### src/sv/ovde_pkg.sv
`timescale 1ns / 1ps
`default_nettype none

package ovde_pkg;

    localparam int DEPTH      = 16;
    localparam int DATA_WIDTH = 32;
    localparam int CNT_W      = $clog2(DEPTH + 1);
    localparam int IDX_W      = $clog2(DEPTH);
    localparam int OP_W       = 3;
    localparam int ST_W       = 2;

    localparam logic [OP_W-1:0] OP_INSERT    = 3'd0;
    localparam logic [OP_W-1:0] OP_PUSH_FRNT = 3'd1;
    localparam logic [OP_W-1:0] OP_PUSH_BACK = 3'd2;
    localparam logic [OP_W-1:0] OP_POP_FRNT  = 3'd3;
    localparam logic [OP_W-1:0] OP_POP_BACK  = 3'd4;

    localparam logic [ST_W-1:0] STAT_DONE    = 2'd0;
    localparam logic [ST_W-1:0] STAT_FULL    = 2'd1;
    localparam logic [ST_W-1:0] STAT_NOTHING = 2'd2;

    typedef enum logic [1:0] {
        CELL_HOLD,
        CELL_INSERT,
        CELL_SHIFT_DOWN
    } cell_op_t;

    typedef enum logic [1:0] {
        INS_ORDERED,
        INS_FRONT,
        INS_BACK
    } ins_kind_t;

    typedef enum logic {
        ST_IDLE,
        ST_POP
    } ctrl_state_t;

    typedef struct packed {
        cell_op_t               op;
        ins_kind_t              kind;
        logic                   descending;
        logic [DATA_WIDTH-1:0]  key;
    } cell_ctrl_t;

endpackage

`default_nettype wire

### src/sv/ovde_in_if.sv
`timescale 1ns / 1ps
`default_nettype none

interface ovde_in_if;
    logic                            valid;
    logic                            ready;
    logic [ovde_pkg::OP_W-1:0]       operation;
    logic [31:0]                     key_value;
    logic [ovde_pkg::CNT_W-1:0]      pop_count;

    modport source (output valid, output operation, output key_value, output pop_count,
                    input ready);
    modport sink   (input valid, input operation, input key_value, input pop_count,
                    output ready);
endinterface

`default_nettype wire

### src/sv/ovde_out_if.sv
`timescale 1ns / 1ps
`default_nettype none

interface ovde_out_if;
    logic                            valid;
    logic                            ready;
    logic [31:0]                     popped_value;
    logic [ovde_pkg::ST_W-1:0]       status;
    logic [ovde_pkg::CNT_W-1:0]      fill_count;
    logic                            last;

    modport source (output valid, output popped_value, output status, output fill_count,
                    output last, input ready);
    modport sink   (input valid, input popped_value, input status, input fill_count,
                    input last, output ready);
endinterface

`default_nettype wire

### src/sv/ordered_vector_deque_engine_top.sv
`timescale 1ns / 1ps
`default_nettype none

// Ordered vector deque engine: a row of DEPTH key cells with a small controller.
// in_ch  : request items (operation, key_value, pop_count), valid/ready.
// out_ch : result items (popped_value, status, fill_count, last), valid/ready.
// cfg_we / cfg_wdata : writes the descending bit; write only while idle.
// Insert and push: an ordered insert compares every cell's key with the new
// one, push front and push back put the key first or last, and the row shifts
// up in parallel. The result is in the output register the cycle after the
// item is accepted; the next item can be taken then if the receiver takes it.
// A pop of n entries gives min(n, fill count) results via the pop state, one
// per cycle while the receiver takes them; pop front shifts the whole row down
// one cell per result. No new item is accepted while a pop still gives results.
// A pop that removes nothing and an insert or push into a full store give one
// result. Undefined operation codes are accepted and dropped. A stalled receiver
// holds the output register; the block then accepts no item and pops pause.
// Reset empties the store, clears the output valid flag and sets ascending order.
module ordered_vector_deque_engine_top
(
    input  wire logic       clk,
    input  wire logic       rst_n,
    ovde_in_if.sink         in_ch,
    ovde_out_if.source      out_ch,
    input  wire logic       cfg_we,
    input  wire logic       cfg_wdata
);
    import ovde_pkg::*;

    ctrl_state_t            state_reg, state_next;
    logic [CNT_W-1:0]       count_reg, count_next;
    logic [CNT_W-1:0]       remain_reg, remain_next;
    logic                   pop_back_reg, pop_back_next;
    logic                   descending_reg;

    logic                   out_valid_reg;
    logic [31:0]            out_value_reg;
    logic [ST_W-1:0]        out_status_reg;
    logic [CNT_W-1:0]       out_fill_reg;
    logic                   out_last_reg;

    logic                   load;
    logic [31:0]            load_value;
    logic [ST_W-1:0]        load_status;
    logic [CNT_W-1:0]       load_fill;
    logic                   load_last;

    logic                   out_free;
    logic                   accept;
    logic                   is_pop;
    logic [CNT_W-1:0]       pop_n;
    logic [CNT_W-1:0]       count_m1;

    cell_ctrl_t             cell_ctrl;
    logic [DATA_WIDTH-1:0]  cell_data [DEPTH];
    logic [DEPTH:0]         chain;
    logic [DATA_WIDTH-1:0]  back_data;

    assign out_free = !out_valid_reg || out_ch.ready;
    assign in_ch.ready = (state_reg == ST_IDLE) && out_free;
    assign accept = in_ch.valid && in_ch.ready;
    assign is_pop = (in_ch.operation == OP_POP_FRNT) || (in_ch.operation == OP_POP_BACK);
    assign pop_n = (in_ch.pop_count < count_reg) ? in_ch.pop_count : count_reg;
    assign count_m1 = count_reg - 1'b1;
    assign back_data = cell_data[count_m1[IDX_W-1:0]];

    // cell row
    assign chain[0] = 1'b1;

    genvar gi;
    generate
        for (gi = 0; gi < DEPTH; gi++)
        begin : g_cell
            logic [DATA_WIDTH-1:0] below;
            logic [DATA_WIDTH-1:0] above;
            logic                  occ;

            assign occ = CNT_W'(gi) < count_reg;

            if (gi == 0)
            begin : g_first
                assign below = cell_ctrl.key;
            end
            else
            begin : g_mid
                assign below = cell_data[gi-1];
            end

            if (gi == DEPTH - 1)
            begin : g_top
                assign above = '0;
            end
            else
            begin : g_nxt
                assign above = cell_data[gi+1];
            end

            ovde_cell u_cell
            (
                .clk             (clk),
                .ctrl            (cell_ctrl),
                .occupied        (occ),
                .prev_all_before (chain[gi]),
                .below_data      (below),
                .above_data      (above),
                .all_before      (chain[gi+1]),
                .data            (cell_data[gi])
            );
        end
    endgenerate

    // next state
    always_comb
    begin
        state_next = state_reg;
        unique case (state_reg)
            ST_IDLE:
            begin
                if (accept && is_pop && (pop_n != '0))
                    state_next = ST_POP;
            end
            ST_POP:
            begin
                if (out_free && (remain_reg == CNT_W'(1)))
                    state_next = ST_IDLE;
            end
            default: state_next = ST_IDLE;
        endcase
    end

    // outputs
    always_comb
    begin
        cell_ctrl.op         = CELL_HOLD;
        cell_ctrl.kind       = INS_ORDERED;
        cell_ctrl.descending = descending_reg;
        cell_ctrl.key        = in_ch.key_value[DATA_WIDTH-1:0];
        count_next           = count_reg;
        remain_next          = remain_reg;
        pop_back_next        = pop_back_reg;
        load                 = 1'b0;
        load_value           = '0;
        load_status          = STAT_DONE;
        load_fill            = count_reg;
        load_last            = 1'b1;

        priority if (in_ch.operation == OP_PUSH_FRNT)
            cell_ctrl.kind = INS_FRONT;
        else if (in_ch.operation == OP_PUSH_BACK)
            cell_ctrl.kind = INS_BACK;
        else
            cell_ctrl.kind = INS_ORDERED;

        unique case (state_reg)
            ST_IDLE:
            begin
                if (accept)
                begin
                    priority if (in_ch.operation <= OP_PUSH_BACK)
                    begin
                        load = 1'b1;
                        if (count_reg == CNT_W'(DEPTH))
                        begin
                            load_status = STAT_FULL;
                        end
                        else
                        begin
                            cell_ctrl.op = CELL_INSERT;
                            count_next   = count_reg + 1'b1;
                            load_fill    = count_reg + 1'b1;
                        end
                    end
                    else if (is_pop)
                    begin
                        if (pop_n == '0)
                        begin
                            load        = 1'b1;
                            load_status = STAT_NOTHING;
                        end
                        else
                        begin
                            remain_next   = pop_n;
                            pop_back_next = (in_ch.operation == OP_POP_BACK);
                        end
                    end
                    else
                    begin
                        load = 1'b0;
                    end
                end
            end
            ST_POP:
            begin
                if (out_free)
                begin
                    load        = 1'b1;
                    load_value  = 32'(pop_back_reg ? back_data : cell_data[0]);
                    load_fill   = count_m1;
                    load_last   = (remain_reg == CNT_W'(1));
                    count_next  = count_m1;
                    remain_next = remain_reg - 1'b1;
                    if (!pop_back_reg)
                        cell_ctrl.op = CELL_SHIFT_DOWN;
                end
            end
            default: load = 1'b0;
        endcase
    end

    always_ff @(posedge clk or negedge rst_n)
    begin
        if (!rst_n)
        begin
            state_reg      <= ST_IDLE;
            count_reg      <= '0;
            remain_reg     <= '0;
            pop_back_reg   <= 1'b0;
            descending_reg <= 1'b0;
            out_valid_reg  <= 1'b0;
        end
        else
        begin
            state_reg    <= state_next;
            count_reg    <= count_next;
            remain_reg   <= remain_next;
            pop_back_reg <= pop_back_next;
            if (cfg_we)
                descending_reg <= cfg_wdata;
            if (load)
                out_valid_reg <= 1'b1;
            else if (out_ch.ready)
                out_valid_reg <= 1'b0;
        end
    end

    always_ff @(posedge clk)
    begin
        if (load)
        begin
            out_value_reg  <= load_value;
            out_status_reg <= load_status;
            out_fill_reg   <= load_fill;
            out_last_reg   <= load_last;
        end
    end

    assign out_ch.valid        = out_valid_reg;
    assign out_ch.popped_value = out_value_reg;
    assign out_ch.status       = out_status_reg;
    assign out_ch.fill_count   = out_fill_reg;
    assign out_ch.last         = out_last_reg;

endmodule

`default_nettype wire

### src/sv/ovde_cell.sv
`timescale 1ns / 1ps
`default_nettype none

module ovde_cell
(
    input  wire logic                             clk,
    input  wire ovde_pkg::cell_ctrl_t             ctrl,
    input  wire logic                             occupied,
    input  wire logic                             prev_all_before,
    input  wire logic [ovde_pkg::DATA_WIDTH-1:0]  below_data,
    input  wire logic [ovde_pkg::DATA_WIDTH-1:0]  above_data,
    output      logic                             all_before,
    output      logic [ovde_pkg::DATA_WIDTH-1:0]  data
);
    import ovde_pkg::*;

    logic [DATA_WIDTH-1:0] data_reg;
    logic [DATA_WIDTH-1:0] data_next;
    logic                  cmp_before;
    logic                  is_before;

    assign cmp_before = ctrl.descending ? (data_reg > ctrl.key) : (data_reg < ctrl.key);

    always_comb
    begin
        is_before = 1'b0;
        unique case (ctrl.kind)
            INS_ORDERED: is_before = occupied && cmp_before;
            INS_BACK:    is_before = occupied;
            INS_FRONT:   is_before = 1'b0;
            default:     is_before = 1'b0;
        endcase
    end

    assign all_before = prev_all_before && is_before;

    always_comb
    begin
        data_next = data_reg;
        unique case (ctrl.op)
            CELL_HOLD:       data_next = data_reg;
            CELL_INSERT:
            begin
                if (!prev_all_before)
                    data_next = below_data;
                else if (!is_before)
                    data_next = ctrl.key;
            end
            CELL_SHIFT_DOWN: data_next = above_data;
            default:         data_next = data_reg;
        endcase
    end

    always_ff @(posedge clk)
    begin
        data_reg <= data_next;
    end

    assign data = data_reg;

endmodule

`default_nettype wire
### src/flat_wrapper.sv
// flat-port wrapper written by rule: the top's interface ports become plain ports
module ordered_vector_deque_engine_top_flat import ovde_pkg::*;
  (clk, rst_n, cfg_we, cfg_wdata, in_ch_valid, in_ch_operation, in_ch_key_value, in_ch_pop_count, in_ch_ready, out_ch_valid, out_ch_popped_value, out_ch_status, out_ch_fill_count, out_ch_last, out_ch_ready);
  ovde_in_if in_ch_i ();
  ovde_out_if out_ch_i ();
  input  wire logic clk;
  input  wire logic rst_n;
  input  wire logic cfg_we;
  input  wire logic cfg_wdata;
  input wire logic [$bits(in_ch_i.valid)-1:0] in_ch_valid;
  input wire logic [$bits(in_ch_i.operation)-1:0] in_ch_operation;
  input wire logic [$bits(in_ch_i.key_value)-1:0] in_ch_key_value;
  input wire logic [$bits(in_ch_i.pop_count)-1:0] in_ch_pop_count;
  output wire logic [$bits(in_ch_i.ready)-1:0] in_ch_ready;
  output wire logic [$bits(out_ch_i.valid)-1:0] out_ch_valid;
  output wire logic [$bits(out_ch_i.popped_value)-1:0] out_ch_popped_value;
  output wire logic [$bits(out_ch_i.status)-1:0] out_ch_status;
  output wire logic [$bits(out_ch_i.fill_count)-1:0] out_ch_fill_count;
  output wire logic [$bits(out_ch_i.last)-1:0] out_ch_last;
  input wire logic [$bits(out_ch_i.ready)-1:0] out_ch_ready;
  assign in_ch_i.valid = in_ch_valid;
  assign in_ch_i.operation = in_ch_operation;
  assign in_ch_i.key_value = in_ch_key_value;
  assign in_ch_i.pop_count = in_ch_pop_count;
  assign in_ch_ready = in_ch_i.ready;
  assign out_ch_valid = out_ch_i.valid;
  assign out_ch_popped_value = out_ch_i.popped_value;
  assign out_ch_status = out_ch_i.status;
  assign out_ch_fill_count = out_ch_i.fill_count;
  assign out_ch_last = out_ch_i.last;
  assign out_ch_i.ready = out_ch_ready;
  ordered_vector_deque_engine_top u_core (.clk(clk), .rst_n(rst_n), .in_ch(in_ch_i), .out_ch(out_ch_i), .cfg_we(cfg_we), .cfg_wdata(cfg_wdata));
endmodule
### config.mk
export PLATFORM = sky130hd
export DESIGN_NAME = ordered_vector_deque_engine_top_flat
export DESIGN_NICKNAME = d
export VERILOG_FILES = /design/src/sv/ovde_pkg.sv /design/src/sv/ovde_in_if.sv /design/src/sv/ovde_out_if.sv /design/src/sv/ordered_vector_deque_engine_top.sv /design/src/sv/ovde_cell.sv /design/src/flat_wrapper.sv
export SDC_FILE = /design/constraint.sdc
export NUM_CORES = 2
export LEC_CHECK = 0
export BUFFER_PORTS_ARGS = -buffer_cell sky130_fd_sc_hd__buf_2
export CORE_UTILIZATION = 55
export CTS_BUF_LIST = sky130_fd_sc_hd__clkbuf_16
export CTS_CLUSTER_DIAMETER = 200
export DETAILED_ROUTE_END_ITERATION = 10
export PLACE_DENSITY = 0.71
export RECOVER_POWER = 25
export SLEW_MARGIN = 40
export SYNTH_ARGS = -nofsm -noshare
export SYNTH_HDL_FRONTEND = slang
export SYNTH_SLANG_ARGS = --single-unit
### constraint.sdc
create_clock -name clk -period 6.5 [get_ports clk]
set_input_delay 0.65 -clock clk [delete_from_list [all_inputs] [get_ports clk]]
set_output_delay 0.65 -clock clk [all_outputs]
set_load 0.01 [all_outputs]
==> metrics.csv <==
stage,metric,value,unit
timing,Clock Skew,20.1,ps
clock_network,Root Driver,clkbuf_16,
routing,Final ANT Viol Nets,0,
clock_network,post-cts sizing count,0,
yosys,Syn Nets,4953,
grt,first-pass GRT wire length,254000,um
timing,Setup TNS,0,ps
power,Tot Pwr,29.5,mW
timing,Worst slew margin,-136,%
power,VDD IR-drop max,0.405,mV
status,status,"complete, but fails checks",
cells_and_area,Final nets,4995,
floorplanning,placeable core area,77800,sq um
cells_and_area,max reg flops,512,
worst_setup_path,CP max stage cell,or2_0,
floorplanning,die width,283,um
power,PwrDens,613,nW/um^2
worst_setup_path,family with the most delay on the worst path,simple AND/OR/NAND/NOR gates,
timing,clock period minus final worst setup slack,6240,ps
routing,drt first pass iters,7,
clock_network,CTS tree,built,
worst_setup_path,Crit Path Max Fanout,40,
worst_setup_path,Crit Path Class,flop to flop,
yosys,Ys Warns,0,
yosys,asr flop ratio synth,2.47,%
yosys,sequential fraction of the synthesis area,38.9,%
clock_network,postcts setup bufs,0,
grt,largest net degree at the start of global routing,205,
yosys,synth unique cells,71,
cells_and_area,final std cells w/o fill,5528,
clock_network,Clock transition at path regs,60,ps
yosys,Synth top area share,38.1,%
placed_design,dpl cells,5393,
timing,Worst Max-Slew Pin Slew,3540,ps
worst_setup_path,CP startpoint kind,flop,
clock_network,htree depth,3,
placed_design,dpl cell area,46000,sq um
routing,initial drt markers,6175,
routing,DR vias,39000,
timing,Final Max Tran Viols,234,
floorplanning,# IOs,88,
floorplanning,initial core utilization,56.0,%
timing,maximum clock rate,160,MHz
routing,Wirelength per Cell,31.9,um
grt,vias in the first global route,36300,
timing,Fin. Hold Viols,0,
routing,routed vias/inst,7.05,
cells_and_area,final instance area,48100,sq um
yosys,ys flop type,edfxtp_1,
cells_and_area,share of layout cells above drive strength 1,11.1,%
worst_setup_path,crit path DAT,6590,ps
routing,drc violations,0,
clock_network,CTS Sinks,566,
worst_setup_path,worst path cell trace,or2_0 > buf_4 > o21ai_1 > clkbuf_1 > buf_12,
worst_setup_path,CP max stage delay,2600,ps
worst_setup_path,WP buf/inv,3,
timing,final setup vio count,0,
clock_network,Clock Latency Late Sink,630,ps
min_path,min-delay worst type,primary input to flop,
placed_design,GPL Wtd Cong,1.04,
yosys,cells after synthesis,4385,
placed_design,Post-DP HPWL,128000,um
power,Pleak,19.4,nW
cells_and_area,synth-to-layout area growth,10.4,%
floorplanning,Die Y,283,um
grt,initial antenna violation count,19,
cells_and_area,Layout Utilization,61.8,%
routing,Post-Route WL,176000,um
floorplanning,row cnt,102,
timing,Final period util,96.0,%
yosys,Synth Register Bits,566,
yosys,Post-synth EDFFs,552,
worst_setup_path,critical path required time,6860,ps
placed_design,I/O Buffers,87,
yosys,largest cells by area after synthesis,"edfxtp_1 38%, ha_1 15%, mux4_2 8.3%, mux2i_1 6.1%, nand2_1 5.3%",
yosys,leading area contributor after synthesis,edfxtp_1,
floorplanning,Die Area,80300,sq um
clock_network,CTS buffer count,70,
timing,RSZ-0062 raised after global routing,false,
status,failing checks,"capacitance limit, slew limit",
flow_run,max_cap viols,6,
clock_network,CTS max path bufs,3,
worst_setup_path,Worst setup EP type,flop,
grt,gr usage total,43.2,%
yosys,cell area after synthesis,43600,sq um
grt,aggregate global routing overflow,0,
yosys,"Avg Cell Area, Syn",9.93,sq um
-- Yosys cell counts (5+ instances only) --
cell type / instances
buf_2: 15
o21ai_1: 27
mux2i_1: 264
ha_1: 522
clkbuf_1: 237
inv_1: 70
nor2_1: 375
a211o_1: 6
nand2b_1: 8
and3_1: 13
o211a_1: 8
edfxtp_1: 552
and4_1: 5
xnor2_1: 5
o22ai_1: 6
mux4_2: 160
nor3_1: 61
a31oi_1: 17
a21o_1: 42
o21a_1: 14
o31ai_1: 5
a21oi_1: 438
a2111oi_0: 9
nand3_1: 96
buf_1: 25
o221ai_1: 7
a21boi_0: 7
o21ai_0: 426
o311ai_0: 8
nand4_1: 103
a31o_2: 7
dfrtp_1: 14
nor2b_1: 22
o211ai_1: 58
nand2_1: 617
or3_1: 8
a211oi_1: 25
nor4_1: 25
a221oi_1: 11
-- metrics by stage --
step / setup slack (ps) / hold WS [ps]
3_5_place_dp: 230 / 576
3_3_place_gp: 183 / 563
2_1_floorplan: 1.55 / 354
5_1_grt: 374 / 242
6_report: 261 / 222
4_1_cts: 847 / 220
-- layer usage --
metal / track usage (%) / vias to the layer above / routed length, um
li1: - / 16800 / -
met1: 58.3 / 18700 / 67100
met2: 62.6 / 2963 / 74600
met4: 19.4 / 14 / 8880
met5: 0 / - / 85
met3: 15.1 / 532 / 25500
-- cell type report --
type	count	area, sq um
antenna	6	15.0
clock buffer	75	1880
clock inverter	52	324
fill	6466	29700
inverter	72	270
multi-input combinational	3466	25500
sequential	566	16900
tap	1040	1300
timing repair buffer	251	1910
-- worst paths after layout --
check | depth (start not counted) | end | startpoint | slack [ps]
max | 5 | u_core.g_cell[0].u_cell.data[8] | u_core.pop_back_reg | 260
min | 2 | u_core.descending_reg | cfg_we | 220
max reg2reg | 5 | u_core.g_cell[0].u_cell.data[8] | u_core.pop_back_reg | 260
min reg2reg | 2 | u_core.remain_reg[1] | u_core.remain_reg[1] | 610
max in group asynchronous | 2 | u_core.count_reg[0] | rst_n | 5220
min in group asynchronous | 2 | u_core.count_reg[4] | rst_n | 650
-- placed cells by master, fill, tap and decap left out, types with 8 or more instances in the layout --
master,instances
nor2b_1,22
inv_1,83
clkbuf_1,55
o211ai_1,58
clkinv_1,23
o21ai_0,415
nand3_1,93
clkinv_2,10
nand2b_1,8
o311ai_0,8
buf_12,22
clkbuf_16,75
o21ai_4,9
o21ai_1,29
nor4_1,22
mux4_2,160
o211a_1,8
a221oi_1,11
buf_2,43
edfxtp_1,552
a2111oi_0,8
nand4_1,103
dfrtp_1,13
a21o_1,42
ha_1,522
mux2i_1,264
and3_1,12
a211oi_1,24
buf_4,115
nor3_1,60
nor2_1,374
o21a_1,14
a21oi_1,438
nand2_1,614
a31oi_1,17
-- logic make-up after synthesis --
group	count (synthesis)	synth area share, %
and+or+nand+nor	1357	13.5
AOI/OAI and AO/OA	1154	15.0
DFF	566	38.9
adders and majority gates	522	15.0
muxes	428	14.4
buffers and inverters	353	3.12
xor gates and xnor gates	5	0.101
-- repair_timing --
action                                 in CTS  in global routing
hold buffers                                1                  0
endpoints found under the hold margin      14                  0
setup endpoints to repair                   0                  0
-- power by group --
part	internal, mW	total, mW	switching [mW]
sequential	7.26	10.1	2.81
clock	2.20	3.88	1.68
combinational	6.27	15.5	9.27
Note: power is estimated with default switching activity, not from simulation.
